**config.mk**
```make
export PLATFORM = sky130hd
export DESIGN_NAME = exchange_record_table
export DESIGN_NICKNAME = d
export VERILOG_FILES = /design/src/rtl/ert_pkg.sv /design/src/rtl/ert_cell.sv /design/src/rtl/ert_chain.sv /design/src/rtl/exchange_record_table.sv
export SDC_FILE = /design/constraint.sdc
export NUM_CORES = 2
export LEC_CHECK = 0
export BUFFER_PORTS_ARGS = -buffer_cell sky130_fd_sc_hd__buf_2
export CAP_MARGIN = 20
export CELL_PAD_IN_SITES_DETAIL_PLACEMENT = 0
export CELL_PAD_IN_SITES_GLOBAL_PLACEMENT = 1
export CORE_UTILIZATION = 45
export CTS_CLUSTER_SIZE = 8
export DETAILED_ROUTE_END_ITERATION = 10
export PLACE_DENSITY = 0.75
export SYNTH_ARGS = -nofsm -noshare
export SYNTH_HDL_FRONTEND = slang
export SYNTH_HIERARCHICAL = 1
export SYNTH_SLANG_ARGS = --single-unit
```
**constraint.sdc**
```tcl
create_clock -name aclk -period 45.9 [get_ports aclk]
set_input_delay 4.59 -clock aclk [delete_from_list [all_inputs] [get_ports aclk]]
set_output_delay 4.59 -clock aclk [all_outputs]
set_load 0.01 [all_outputs]
```
**src/rtl/ert_pkg.sv**
```systemverilog
// Shared types and codes for the exchange record table.
`default_nettype none
package ert_pkg;

    typedef enum logic [2:0] {
        ST_OK       = 3'd0,
        ST_BADLEN   = 3'd1,
        ST_FULL     = 3'd2,
        ST_DUP      = 3'd3,
        ST_NOTFOUND = 3'd4
    } status_t;

    typedef enum logic [2:0] {
        KIND_REQUEST      = 3'd0,
        KIND_RESPONSE     = 3'd1,
        KIND_NOTIFICATION = 3'd2,
        KIND_REGISTRATION = 3'd3,
        KIND_CANCELLATION = 3'd4
    } kind_t;

    localparam logic OP_READ   = 1'b0;
    localparam logic OP_UPDATE = 1'b1;

    // One stored exchange record.
    typedef struct packed {
        logic        valid;
        logic [63:0] token;
        logic [3:0]  tok_size;
        logic [63:0] path;
        logic [3:0]  path_len;
        logic        is_reg;
        logic [39:0] counter;
        logic [2:0]  counter_len;
        logic [63:0] keyid;
        logic [3:0]  keyid_len;
    } entry_t;

    // Match flags travelling down the chain of cells.
    typedef struct packed {
        logic tok_hit;
        logic path_hit;
        logic free;
    } match_t;

    // Command applied to the cells in the write cycle.
    typedef struct packed {
        logic write;
        logic clear;
    } cell_cmd_t;

    typedef enum logic [1:0] {
        S_IDLE,
        S_EXEC,
        S_OUT
    } state_t;

    // Byte-length mask over 64 bits.
    function automatic logic [63:0] byte_mask(input logic [3:0] len);
        logic [63:0] m;
        m = '0;
        for (int b = 0; b < 8; b++) begin
            if (len > 4'(b)) m[b*8 +: 8] = 8'hFF;
        end
        return m;
    endfunction

    function automatic logic key_eq(input logic [63:0] a, input logic [3:0] alen,
                                    input logic [63:0] b, input logic [3:0] blen);
        return (alen == blen) && (((a ^ b) & byte_mask(alen)) == 64'd0);
    endfunction

endpackage
`default_nettype wire

```
**src/rtl/ert_cell.sv**
```systemverilog
// One table entry: holds a record and compares it against the broadcast key.
`default_nettype none
module ert_cell (
    input  wire logic              aclk,
    input  wire logic              aresetn,
    input  wire logic [63:0]       tok,
    input  wire logic [3:0]        tok_len,
    input  wire logic [63:0]       path,
    input  wire logic [3:0]        path_len,
    input  wire logic              is_reg,
    input  wire ert_pkg::entry_t   wr_entry,
    input  wire ert_pkg::cell_cmd_t cmd,
    output ert_pkg::match_t        match,
    output ert_pkg::entry_t        entry
);
    logic           valid_reg;
    ert_pkg::entry_t data_reg;

    // Valid bit
    always_ff @(posedge aclk) begin
        if (!aresetn) begin
            valid_reg <= 1'b0;
        end else if (cmd.write) begin
            valid_reg <= 1'b1;
        end else if (cmd.clear) begin
            valid_reg <= 1'b0;
        end
    end

    // Record payload
    always_ff @(posedge aclk) begin
        if (cmd.write) begin
            data_reg <= wr_entry;
        end
    end

    // Comparators
    always_comb begin
        match.tok_hit  = valid_reg &&
            ert_pkg::key_eq(data_reg.token, data_reg.tok_size, tok, tok_len);
        match.path_hit = valid_reg && (data_reg.is_reg == is_reg) &&
            ert_pkg::key_eq(data_reg.path, data_reg.path_len, path, path_len);
        match.free     = !valid_reg;
        entry          = data_reg;
        entry.valid    = valid_reg;
    end
endmodule
`default_nettype wire

```
**src/rtl/ert_chain.sv**
```systemverilog
// Row of cells; priority flags ripple combinationally from cell 0 upward.
`default_nettype none
module ert_chain #(
    parameter int ENTRIES = 8
) (
    input  wire logic            aclk,
    input  wire logic            aresetn,
    input  wire logic [63:0]     tok,
    input  wire logic [3:0]      tok_len,
    input  wire logic [63:0]     path,
    input  wire logic [3:0]      path_len,
    input  wire logic            is_reg,
    input  wire ert_pkg::entry_t wr_entry,
    input  wire logic            do_write,
    input  wire logic            do_clear,
    input  wire logic            use_path,
    output logic                 tok_any,
    output logic                 slot_any,
    output logic                 dup,
    output ert_pkg::entry_t      tok_entry
);
    ert_pkg::match_t   m      [ENTRIES];
    ert_pkg::entry_t   e      [ENTRIES];
    ert_pkg::cell_cmd_t c     [ENTRIES];
    logic [ENTRIES:0]  tok_seen, path_seen, free_seen;
    logic [ENTRIES-1:0] tok_first, slot_sel, path_first, free_first;
    ert_pkg::entry_t   acc    [ENTRIES+1];

    // Cells with first-hit chain
    assign tok_seen[0]  = 1'b0;
    assign path_seen[0] = 1'b0;
    assign free_seen[0] = 1'b0;
    assign acc[0]       = '0;

    for (genvar i = 0; i < ENTRIES; i++) begin : g_cell
        ert_cell u_cell (
            .aclk(aclk), .aresetn(aresetn),
            .tok(tok), .tok_len(tok_len), .path(path), .path_len(path_len),
            .is_reg(is_reg), .wr_entry(wr_entry), .cmd(c[i]),
            .match(m[i]), .entry(e[i])
        );
        assign tok_first[i]    = m[i].tok_hit && !tok_seen[i];
        assign path_first[i]   = m[i].path_hit && !path_seen[i];
        assign free_first[i]   = m[i].free && !free_seen[i];
        assign tok_seen[i+1]   = tok_seen[i] | m[i].tok_hit;
        assign path_seen[i+1]  = path_seen[i] | m[i].path_hit;
        assign free_seen[i+1]  = free_seen[i] | m[i].free;
        assign acc[i+1]        = tok_first[i] ? e[i] : acc[i];
        assign slot_sel[i]     = use_path ? (path_seen[ENTRIES] ? path_first[i]
                                                                : free_first[i])
                                          : tok_first[i];
        assign c[i].write      = do_write && slot_sel[i];
        assign c[i].clear      = do_clear && tok_first[i];
    end

    assign tok_any   = tok_seen[ENTRIES];
    assign slot_any  = path_seen[ENTRIES] | free_seen[ENTRIES];
    assign dup       = tok_any && ((tok_first & slot_sel) == '0);
    assign tok_entry = acc[ENTRIES];
endmodule
`default_nettype wire

```
**src/rtl/exchange_record_table.sv**
```systemverilog
// Exchange record table: token lookup, insert and removal over a chain of cells.
//
// Input channel s_axis_*: one item per message. tdata carries opcode, msg_kind,
// token, path, counter and key id with their lengths. Output channel m_axis_*
// returns one item per input: status and, for a successful read, the stored
// counter and key id with their lengths (zero otherwise).
// An item is captured in the input register and evaluated against all cells
// once the output register is free; table writes happen on that evaluate edge
// and the result is loaded into the output register. No new item is taken
// until the held one is evaluated; the next item is taken while the result
// waits in the output register, so a stalled receiver holds at most one result
// plus one item. Output valid rises on the evaluate edge.
// Reset clears every valid bit and both channel states; record contents are
// left as they were and are never read while the entry is invalid.
`default_nettype none
module exchange_record_table #(
    parameter int ENTRIES     = 8,
    parameter int TOKEN_BYTES = 8,
    parameter int URI_BYTES   = 8,
    parameter int PIV_BYTES   = 5,
    parameter int KID_BYTES   = 8
) (
    input  wire logic         aclk,
    input  wire logic         aresetn,
    input  wire logic         s_axis_tvalid,
    output logic              s_axis_tready,
    // opcode, msg_kind[3], token_bytes[64], tok_size[4], path_bytes[64],
    // path_len[4], counter_bytes[40], counter_len[3], keyid_bytes[64], keyid_len[4]
    input  wire logic [255:0] s_axis_tdata,
    output logic              m_axis_tvalid,
    input  wire logic         m_axis_tready,
    // status[3], found_counter[40], found_counter_len[3], found_keyid[64],
    // found_keyid_len[4]
    output logic [119:0]      m_axis_tdata
);
    logic        in_full_reg;
    logic [250:0] in_reg;
    logic        out_valid_reg;
    logic [113:0] out_reg;

    logic        op;
    logic [2:0]  kind;
    logic [63:0] tok, path, kid;
    logic [3:0]  tok_len, path_len, kid_len;
    logic [39:0] ctr;
    logic [2:0]  ctr_len;

    assign op       = in_reg[0];
    assign kind     = in_reg[3:1];
    assign tok      = in_reg[67:4];
    assign tok_len  = in_reg[71:68];
    assign path     = in_reg[135:72];
    assign path_len = in_reg[139:136];
    assign ctr      = in_reg[179:140];
    assign ctr_len  = in_reg[182:180];
    assign kid      = in_reg[246:183];
    assign kid_len  = in_reg[250:247];

    logic exec;
    assign exec          = in_full_reg && (!out_valid_reg || m_axis_tready);
    assign s_axis_tready = !in_full_reg;

    // Decode
    logic is_reg, upd_ins, upd_rsp, rd_tok, tok_bad, any_bad;
    logic tok_any, slot_any, dup;
    ert_pkg::entry_t tok_entry, wr_entry;
    logic [2:0]  st;
    logic        do_write, do_clear;

    always_comb begin
        is_reg  = (kind == ert_pkg::KIND_REGISTRATION) ||
                  (kind == ert_pkg::KIND_CANCELLATION);
        upd_ins = (op == ert_pkg::OP_UPDATE) &&
                  (is_reg || kind == ert_pkg::KIND_REQUEST);
        upd_rsp = (op == ert_pkg::OP_UPDATE) && (kind == ert_pkg::KIND_RESPONSE);
        rd_tok  = (op == ert_pkg::OP_READ) && (kind == ert_pkg::KIND_RESPONSE ||
                                               kind == ert_pkg::KIND_NOTIFICATION);
        tok_bad = tok_len > 4'(TOKEN_BYTES);
        any_bad = tok_bad || path_len > 4'(URI_BYTES) ||
                  ctr_len > 3'(PIV_BYTES) || kid_len > 4'(KID_BYTES);
        st       = ert_pkg::ST_OK;
        do_write = 1'b0;
        do_clear = 1'b0;
        if (upd_ins) begin
            if (any_bad)       st = ert_pkg::ST_BADLEN;
            else if (!slot_any) st = ert_pkg::ST_FULL;
            else if (dup)      st = ert_pkg::ST_DUP;
            else               do_write = exec;
        end else if (upd_rsp || rd_tok) begin
            if (tok_bad)       st = ert_pkg::ST_BADLEN;
            else if (!tok_any) st = ert_pkg::ST_NOTFOUND;
            else               do_clear = exec && upd_rsp;
        end
        wr_entry             = '0;
        wr_entry.valid       = 1'b1;
        wr_entry.token       = tok & ert_pkg::byte_mask(tok_len);
        wr_entry.tok_size    = tok_len;
        wr_entry.path        = path & ert_pkg::byte_mask(path_len);
        wr_entry.path_len    = path_len;
        wr_entry.is_reg      = is_reg;
        wr_entry.counter     = ctr & 40'(ert_pkg::byte_mask({1'b0, ctr_len}));
        wr_entry.counter_len = ctr_len;
        wr_entry.keyid       = kid & ert_pkg::byte_mask(kid_len);
        wr_entry.keyid_len   = kid_len;
    end

    ert_chain #(.ENTRIES(ENTRIES)) u_chain (
        .aclk(aclk), .aresetn(aresetn),
        .tok(tok), .tok_len(tok_len), .path(path), .path_len(path_len),
        .is_reg(is_reg), .wr_entry(wr_entry),
        .do_write(do_write), .do_clear(do_clear), .use_path(upd_ins),
        .tok_any(tok_any), .slot_any(slot_any), .dup(dup), .tok_entry(tok_entry)
    );

    // Input register
    always_ff @(posedge aclk) begin
        if (!aresetn) begin
            in_full_reg <= 1'b0;
        end else if (s_axis_tvalid && s_axis_tready) begin
            in_full_reg <= 1'b1;
        end else if (exec) begin
            in_full_reg <= 1'b0;
        end
    end

    always_ff @(posedge aclk) begin
        if (s_axis_tvalid && s_axis_tready) begin
            in_reg <= s_axis_tdata[250:0];
        end
    end

    // Output register
    always_ff @(posedge aclk) begin
        if (!aresetn) begin
            out_valid_reg <= 1'b0;
        end else if (exec) begin
            out_valid_reg <= 1'b1;
        end else if (m_axis_tready) begin
            out_valid_reg <= 1'b0;
        end
    end

    always_ff @(posedge aclk) begin
        if (exec) begin
            if (rd_tok && st == ert_pkg::ST_OK) begin
                out_reg <= {tok_entry.keyid_len, tok_entry.keyid,
                            tok_entry.counter_len, tok_entry.counter, st};
            end else begin
                out_reg <= {111'd0, st};
            end
        end
    end

    assign m_axis_tvalid = out_valid_reg;
    assign m_axis_tdata  = {6'd0, out_reg};
endmodule
`default_nettype wire

```
---- Yosys cells after proc, flatten, opt, wreduce, memory -nomap -nowiden ----
Cells that the tools add are included.
storage, ports and cells
  input bits .............................. 260
  register bits ........................... 2359
  logic and storage cells ................. 702
operators by class
  order comparisons ....................... 161
  bitwise logic cells ..................... 60
  multiplexer cells ....................... 216
  reduce and logical (&&, ||, !) cells .... 152
  equal/unequal tests ..................... 28
operator list
  operator                                                                number
  8-bit 2-to-1 mux                                                        157
  64-bit AND                                                              19
  64-bit logical NOT                                                      16
  64-bit XOR                                                              16
  111-bit 2-to-1 mux                                                      8
  4-bit by 3-bit > comparator with 1-bit output (second input constant)   76
  4-bit by 1-bit > comparator with 1-bit output (second input constant)   38
  4-bit by 2-bit > comparator with 1-bit output (second input constant)   38
  1-bit logical AND                                                       85
  4-bit equality test                                                     16
  1-bit 2-to-1 mux                                                        44
  40-bit AND                                                              1
  1-bit logical NOT                                                       30
  1-bit bitwise OR                                                        22
  2-bit nonzero test                                                      10
  4-bit > comparator (second input constant)                              3
  3-bit 2-to-1 mux                                                        4
  8-bit AND                                                               1
  1-bit equality test                                                     8
  8-bit logical NOT                                                       1
  1-bit logical OR                                                        8
  3-bit by 2-bit equality test with 1-bit output (second input constant)  2
  3-bit by 1-bit > comparator with 1-bit output (second input constant)   2
  3-bit by 2-bit > comparator with 1-bit output (second input constant)   2
  other kinds (6)                                                         10

---- Longest topological paths before layout ----
  word-level depth ........................ 25
  depth in mapped cells ................... 20
  mapped depth without buffers ............ 19

---- Modules after synthesis ----
The synthesis kept the hierarchy.
by module, submodules not included
  module                 cells each  area an instance (um^2)  seq. area each (um^2)  instances
  ert_cell               468         9145.0                   7467.2                 8
  ert_chain              2389        13718.2                  0.0                    1
  exchange_record_table  802         13688.1                  11000.6                1

---- Least setup slack after synthesis ----
No wires, ideal clock.
  path type ............................... input -> register
  start point ............................. input m_axis_tready
  end point ............................... register u_chain.g_cell[7].u_cell.valid_reg
  setup slack ............................. 18.460 ns
  stages .................................. 6
  arrival ................................. 27.298 ns
  setup time .............................. 0.143 ns
  cells stage by stage .................... nand2b_1 -> and2_1 -> nand2_1 -> nor4_1 -> a21boi_0 -> o21a_1
RTL lines
  item                    RTL line                     source
  start: declaration      exchange_record_table.sv:31  input wire logic m_axis_tready,
  end signal: assignment  ert_cell.sv:22               valid_reg <= 1'b0;
  end signal: assignment  ert_cell.sv:24               valid_reg <= 1'b1;
  end signal: assignment  ert_cell.sv:26               valid_reg <= 1'b0;
  end: declaration        ert_cell.sv:16               logic valid_reg;

==> flow_metrics.py <==
metrics = {
    "die": {
        "fp-row-count": 166,
        "pin_count": 382,
        "initial_core_util": 0.454,
        "core_region_area_um2": 205000,
        "fp.dieH_um": 457,
        "dieArea_um2": 209000,
        "dieWidth_um": 457,
    },
    "grt": {
        "grt_pass1_vias": 50300,
        "grt_max_degree": 143,
        "grt_pass1_wl_um": 334000,
        "grt-ovfl-total": 0,
        "grt_usage": 0.217,
        "antenna_found_initial": 13,
    },
    "cells_and_area": {
        "final_cell_mix": "edfxtp_1, xor2_1, nand2_1",
        "finalCoreUtilization": 0.524,
        "layout_commonest_cell": "edfxtp_1",
        "final_nets": 6533,
        "drive_gt1_frac": 0.136,
        "n_fill_cell": 16300,
        "syn_to_final_growth_pct": 15.3,
        "largest_reg_flops": 1984,
    },
    "synthesis": {
        "avgSynthCellArea_um2": 16.4,
        "syn-instance-count": 5676,
        "ys_warn_count": 6,
        "synthesis.area_um2": 93300,
    },
    "run": {
        "drv_cap": 0,
    },
    "clock_tree": {
        "cts_max_level": 5,
        "cts_tree": "built",
        "clkLatencyLatePin_ns": 0.97,
        "clockRootBuffer": "clkbuf_16",
        "post_cts_buffers": 0,
        "cts_buffer_depth": 4,
        "clk_pin_slew_ns": 0.05,
        "cts_num_sinks": 2359,
        "cts_made_buffers": 346,
        "ctsResizeCount": 0,
        "ctsHoldBuffers": 0,
    },
    "drt": {
        "num_vias": 50700,
        "wl_per_cell_um": 25.5,
        "routed_wl_um": 229000,
        "drtIter0Drc": 4901,
        "drt_pass1_iterations": 6,
        "drc": 0,
        "via_per_inst": 5.63,
        "drtAntennaViolNets": 0,
    },
    "timing": {
        "worstMarginPinSlew_ns": 1.26,
        "max_freq_mhz": 120,
        "timing.final.crit_share": 0.181,
        "hold_viol_final": 0,
        "fin_crit_ns": 8.31,
        "slew_headroom": 0.161,
        "slew_violations": 0,
        "final.setup.tns_ns": 0,
        "finClkSkew_ns": 0.109,
        "setup_violations": 0,
        "rsz0062_at_grt": "no",
    },
    "worst_setup_path": {
        "r2r-start": "in_reg[63]$_DFFE_PP_",
        "end_kind": "register",
        "required_ns": 46.43,
        "critical_path_depth": 19,
        "critical_path_class": "reg -> reg",
        "reg2reg_to": "u_chain/g_cell[5].u_cell/entry[1]$_DFFE_PP_",
        "reg2reg_depth": 19,
        "cp_top_family": "simple AND/OR/NAND/NOR gates",
        "start_kind": "register",
        "startpoint": "in_reg[63]$_DFFE_PP_",
        "cp-endpoint": "u_chain/g_cell[5].u_cell/entry[1]$_DFFE_PP_",
        "critPathMaxFanout": 57,
        "cpMaxStageDelayCell": "buf_4",
        "r2r_slack_ns": 37.59,
        "slowest_delay_ns": 0.93,
        "path_buf_inv": 4,
        "cp_cell_sequence": "xnor2_1 -> nand4_1 -> nor4_1 -> a41oi_1 -> or3_1 -> nor3_1 -> nor2b_4 -> buf_4 -> nand2_1 -> nor4_1 -> nor4_1 -> and4_1 -> nor2b_1 -> nand2_1 -> nor4_1 -> buf_4 -> nor2b_4 -> buf_4 -> buf_4",
        "crit_arrival_ns": 8.83,
    },
    "worst_hold_path": {
        "hold_path.class": "reg -> reg",
    },
    "outcome": {
        "status": "finished, final reports clean",
    },
    "placed_design": {
        "gp_congestion": 0.796,
        "post-dp-hpwl_um": 129000,
        "io_buffers": 370,
    },
    "power_and_ir_drop": {
        "power.leakage_nw": 35.4,
        "power_density_nw_per_um2": 44.4,
        "max-vdd-ir-drop_mv": 0.0436,
    },
}
-- power by group --
part	switching [mW]	internal, mW
Combinational	0.0937	0.0500
Clock	0.834	1.35
Sequential	0.0374	2.41
Total	0.965	3.81
-- routing by layer --
metal,vias to the layer above,GRT usage,wire length (um)
met2,1902,0.353,110000
met1,25700,0.296,96900
met3,370,0.0358,15400
met4,2,0.0701,6510
li1,22700,-,-
met5,-,0,13
-- how the worst min path moves through the flow --
| stage | startpoint | end | slack (ns) | cells after the start |
|---|---|---|---|---|
| finish | m_axis_tvalid$_SDFFE_PN0P_ | m_axis_tvalid$_SDFFE_PN0P_ | 0.51 | 2 |
| global route | m_axis_tvalid$_SDFFE_PN0P_ | m_axis_tvalid$_SDFFE_PN0P_ | 0.56 | 2 |
| detailed placement | m_axis_tvalid$_SDFFE_PN0P_ | m_axis_tvalid$_SDFFE_PN0P_ | 0.50 | 2 |
| floorplan | in_full_reg$_SDFFE_PN0P_ | in_full_reg$_SDFFE_PN0P_ | 0.51 | 2 |
| global placement | m_axis_tvalid$_SDFFE_PN0P_ | m_axis_tvalid$_SDFFE_PN0P_ | 0.49 | 2 |
| CTS | m_axis_tvalid$_SDFFE_PN0P_ | m_axis_tvalid$_SDFFE_PN0P_ | 0.51 | 2 |
-- cell type report --
class / instances / area, um^2 / area share
Antenna cell: 3 / 7.51 / 0.0000698
Clock buffer: 368 / 8850 / 0.0823
Clock inverter: 12 / 188 / 0.00175
Inverter: 12 / 45.0 / 0.000419
Multi-Input combinational cell: 3104 / 21800 / 0.202
Sequential cell: 2359 / 70700 / 0.658
Tap cell: 2688 / 3360 / 0.0313
Timing Repair Buffer: 450 / 2600 / 0.0242
-- tightest hold or removal path, cell delays in order, from the launching register on --
cell and delay [ns]:
dfxtp_1 0.30, nand2b_1 0.08, a21boi_0 0.07
-- metrics by stage --
| step | power (mW) | cells | hold WS [ns] | worst slack (ns) | instance area, um^2 |
|---|---|---|---|---|---|
| 6_report | 4.77 | 8996 | 0.505 | 37.59 | 108000 |
| 5_1_grt | 4.91 | 8995 | 0.564 | 37.04 | 108000 |
| 4_1_cts | 4.82 | 8988 | 0.509 | 37.33 | 107000 |
| 3_5_place_dp | 2.63 | 8608 | 0.501 | 36.83 | 98400 |
| 3_3_place_gp | 2.63 | 8608 | 0.492 | 36.89 | 98400 |
| 2_1_floorplan | 2.56 | 5681 | 0.510 | 18.46 | 93300 |
Note: power is estimated with default switching activity, not from simulation.
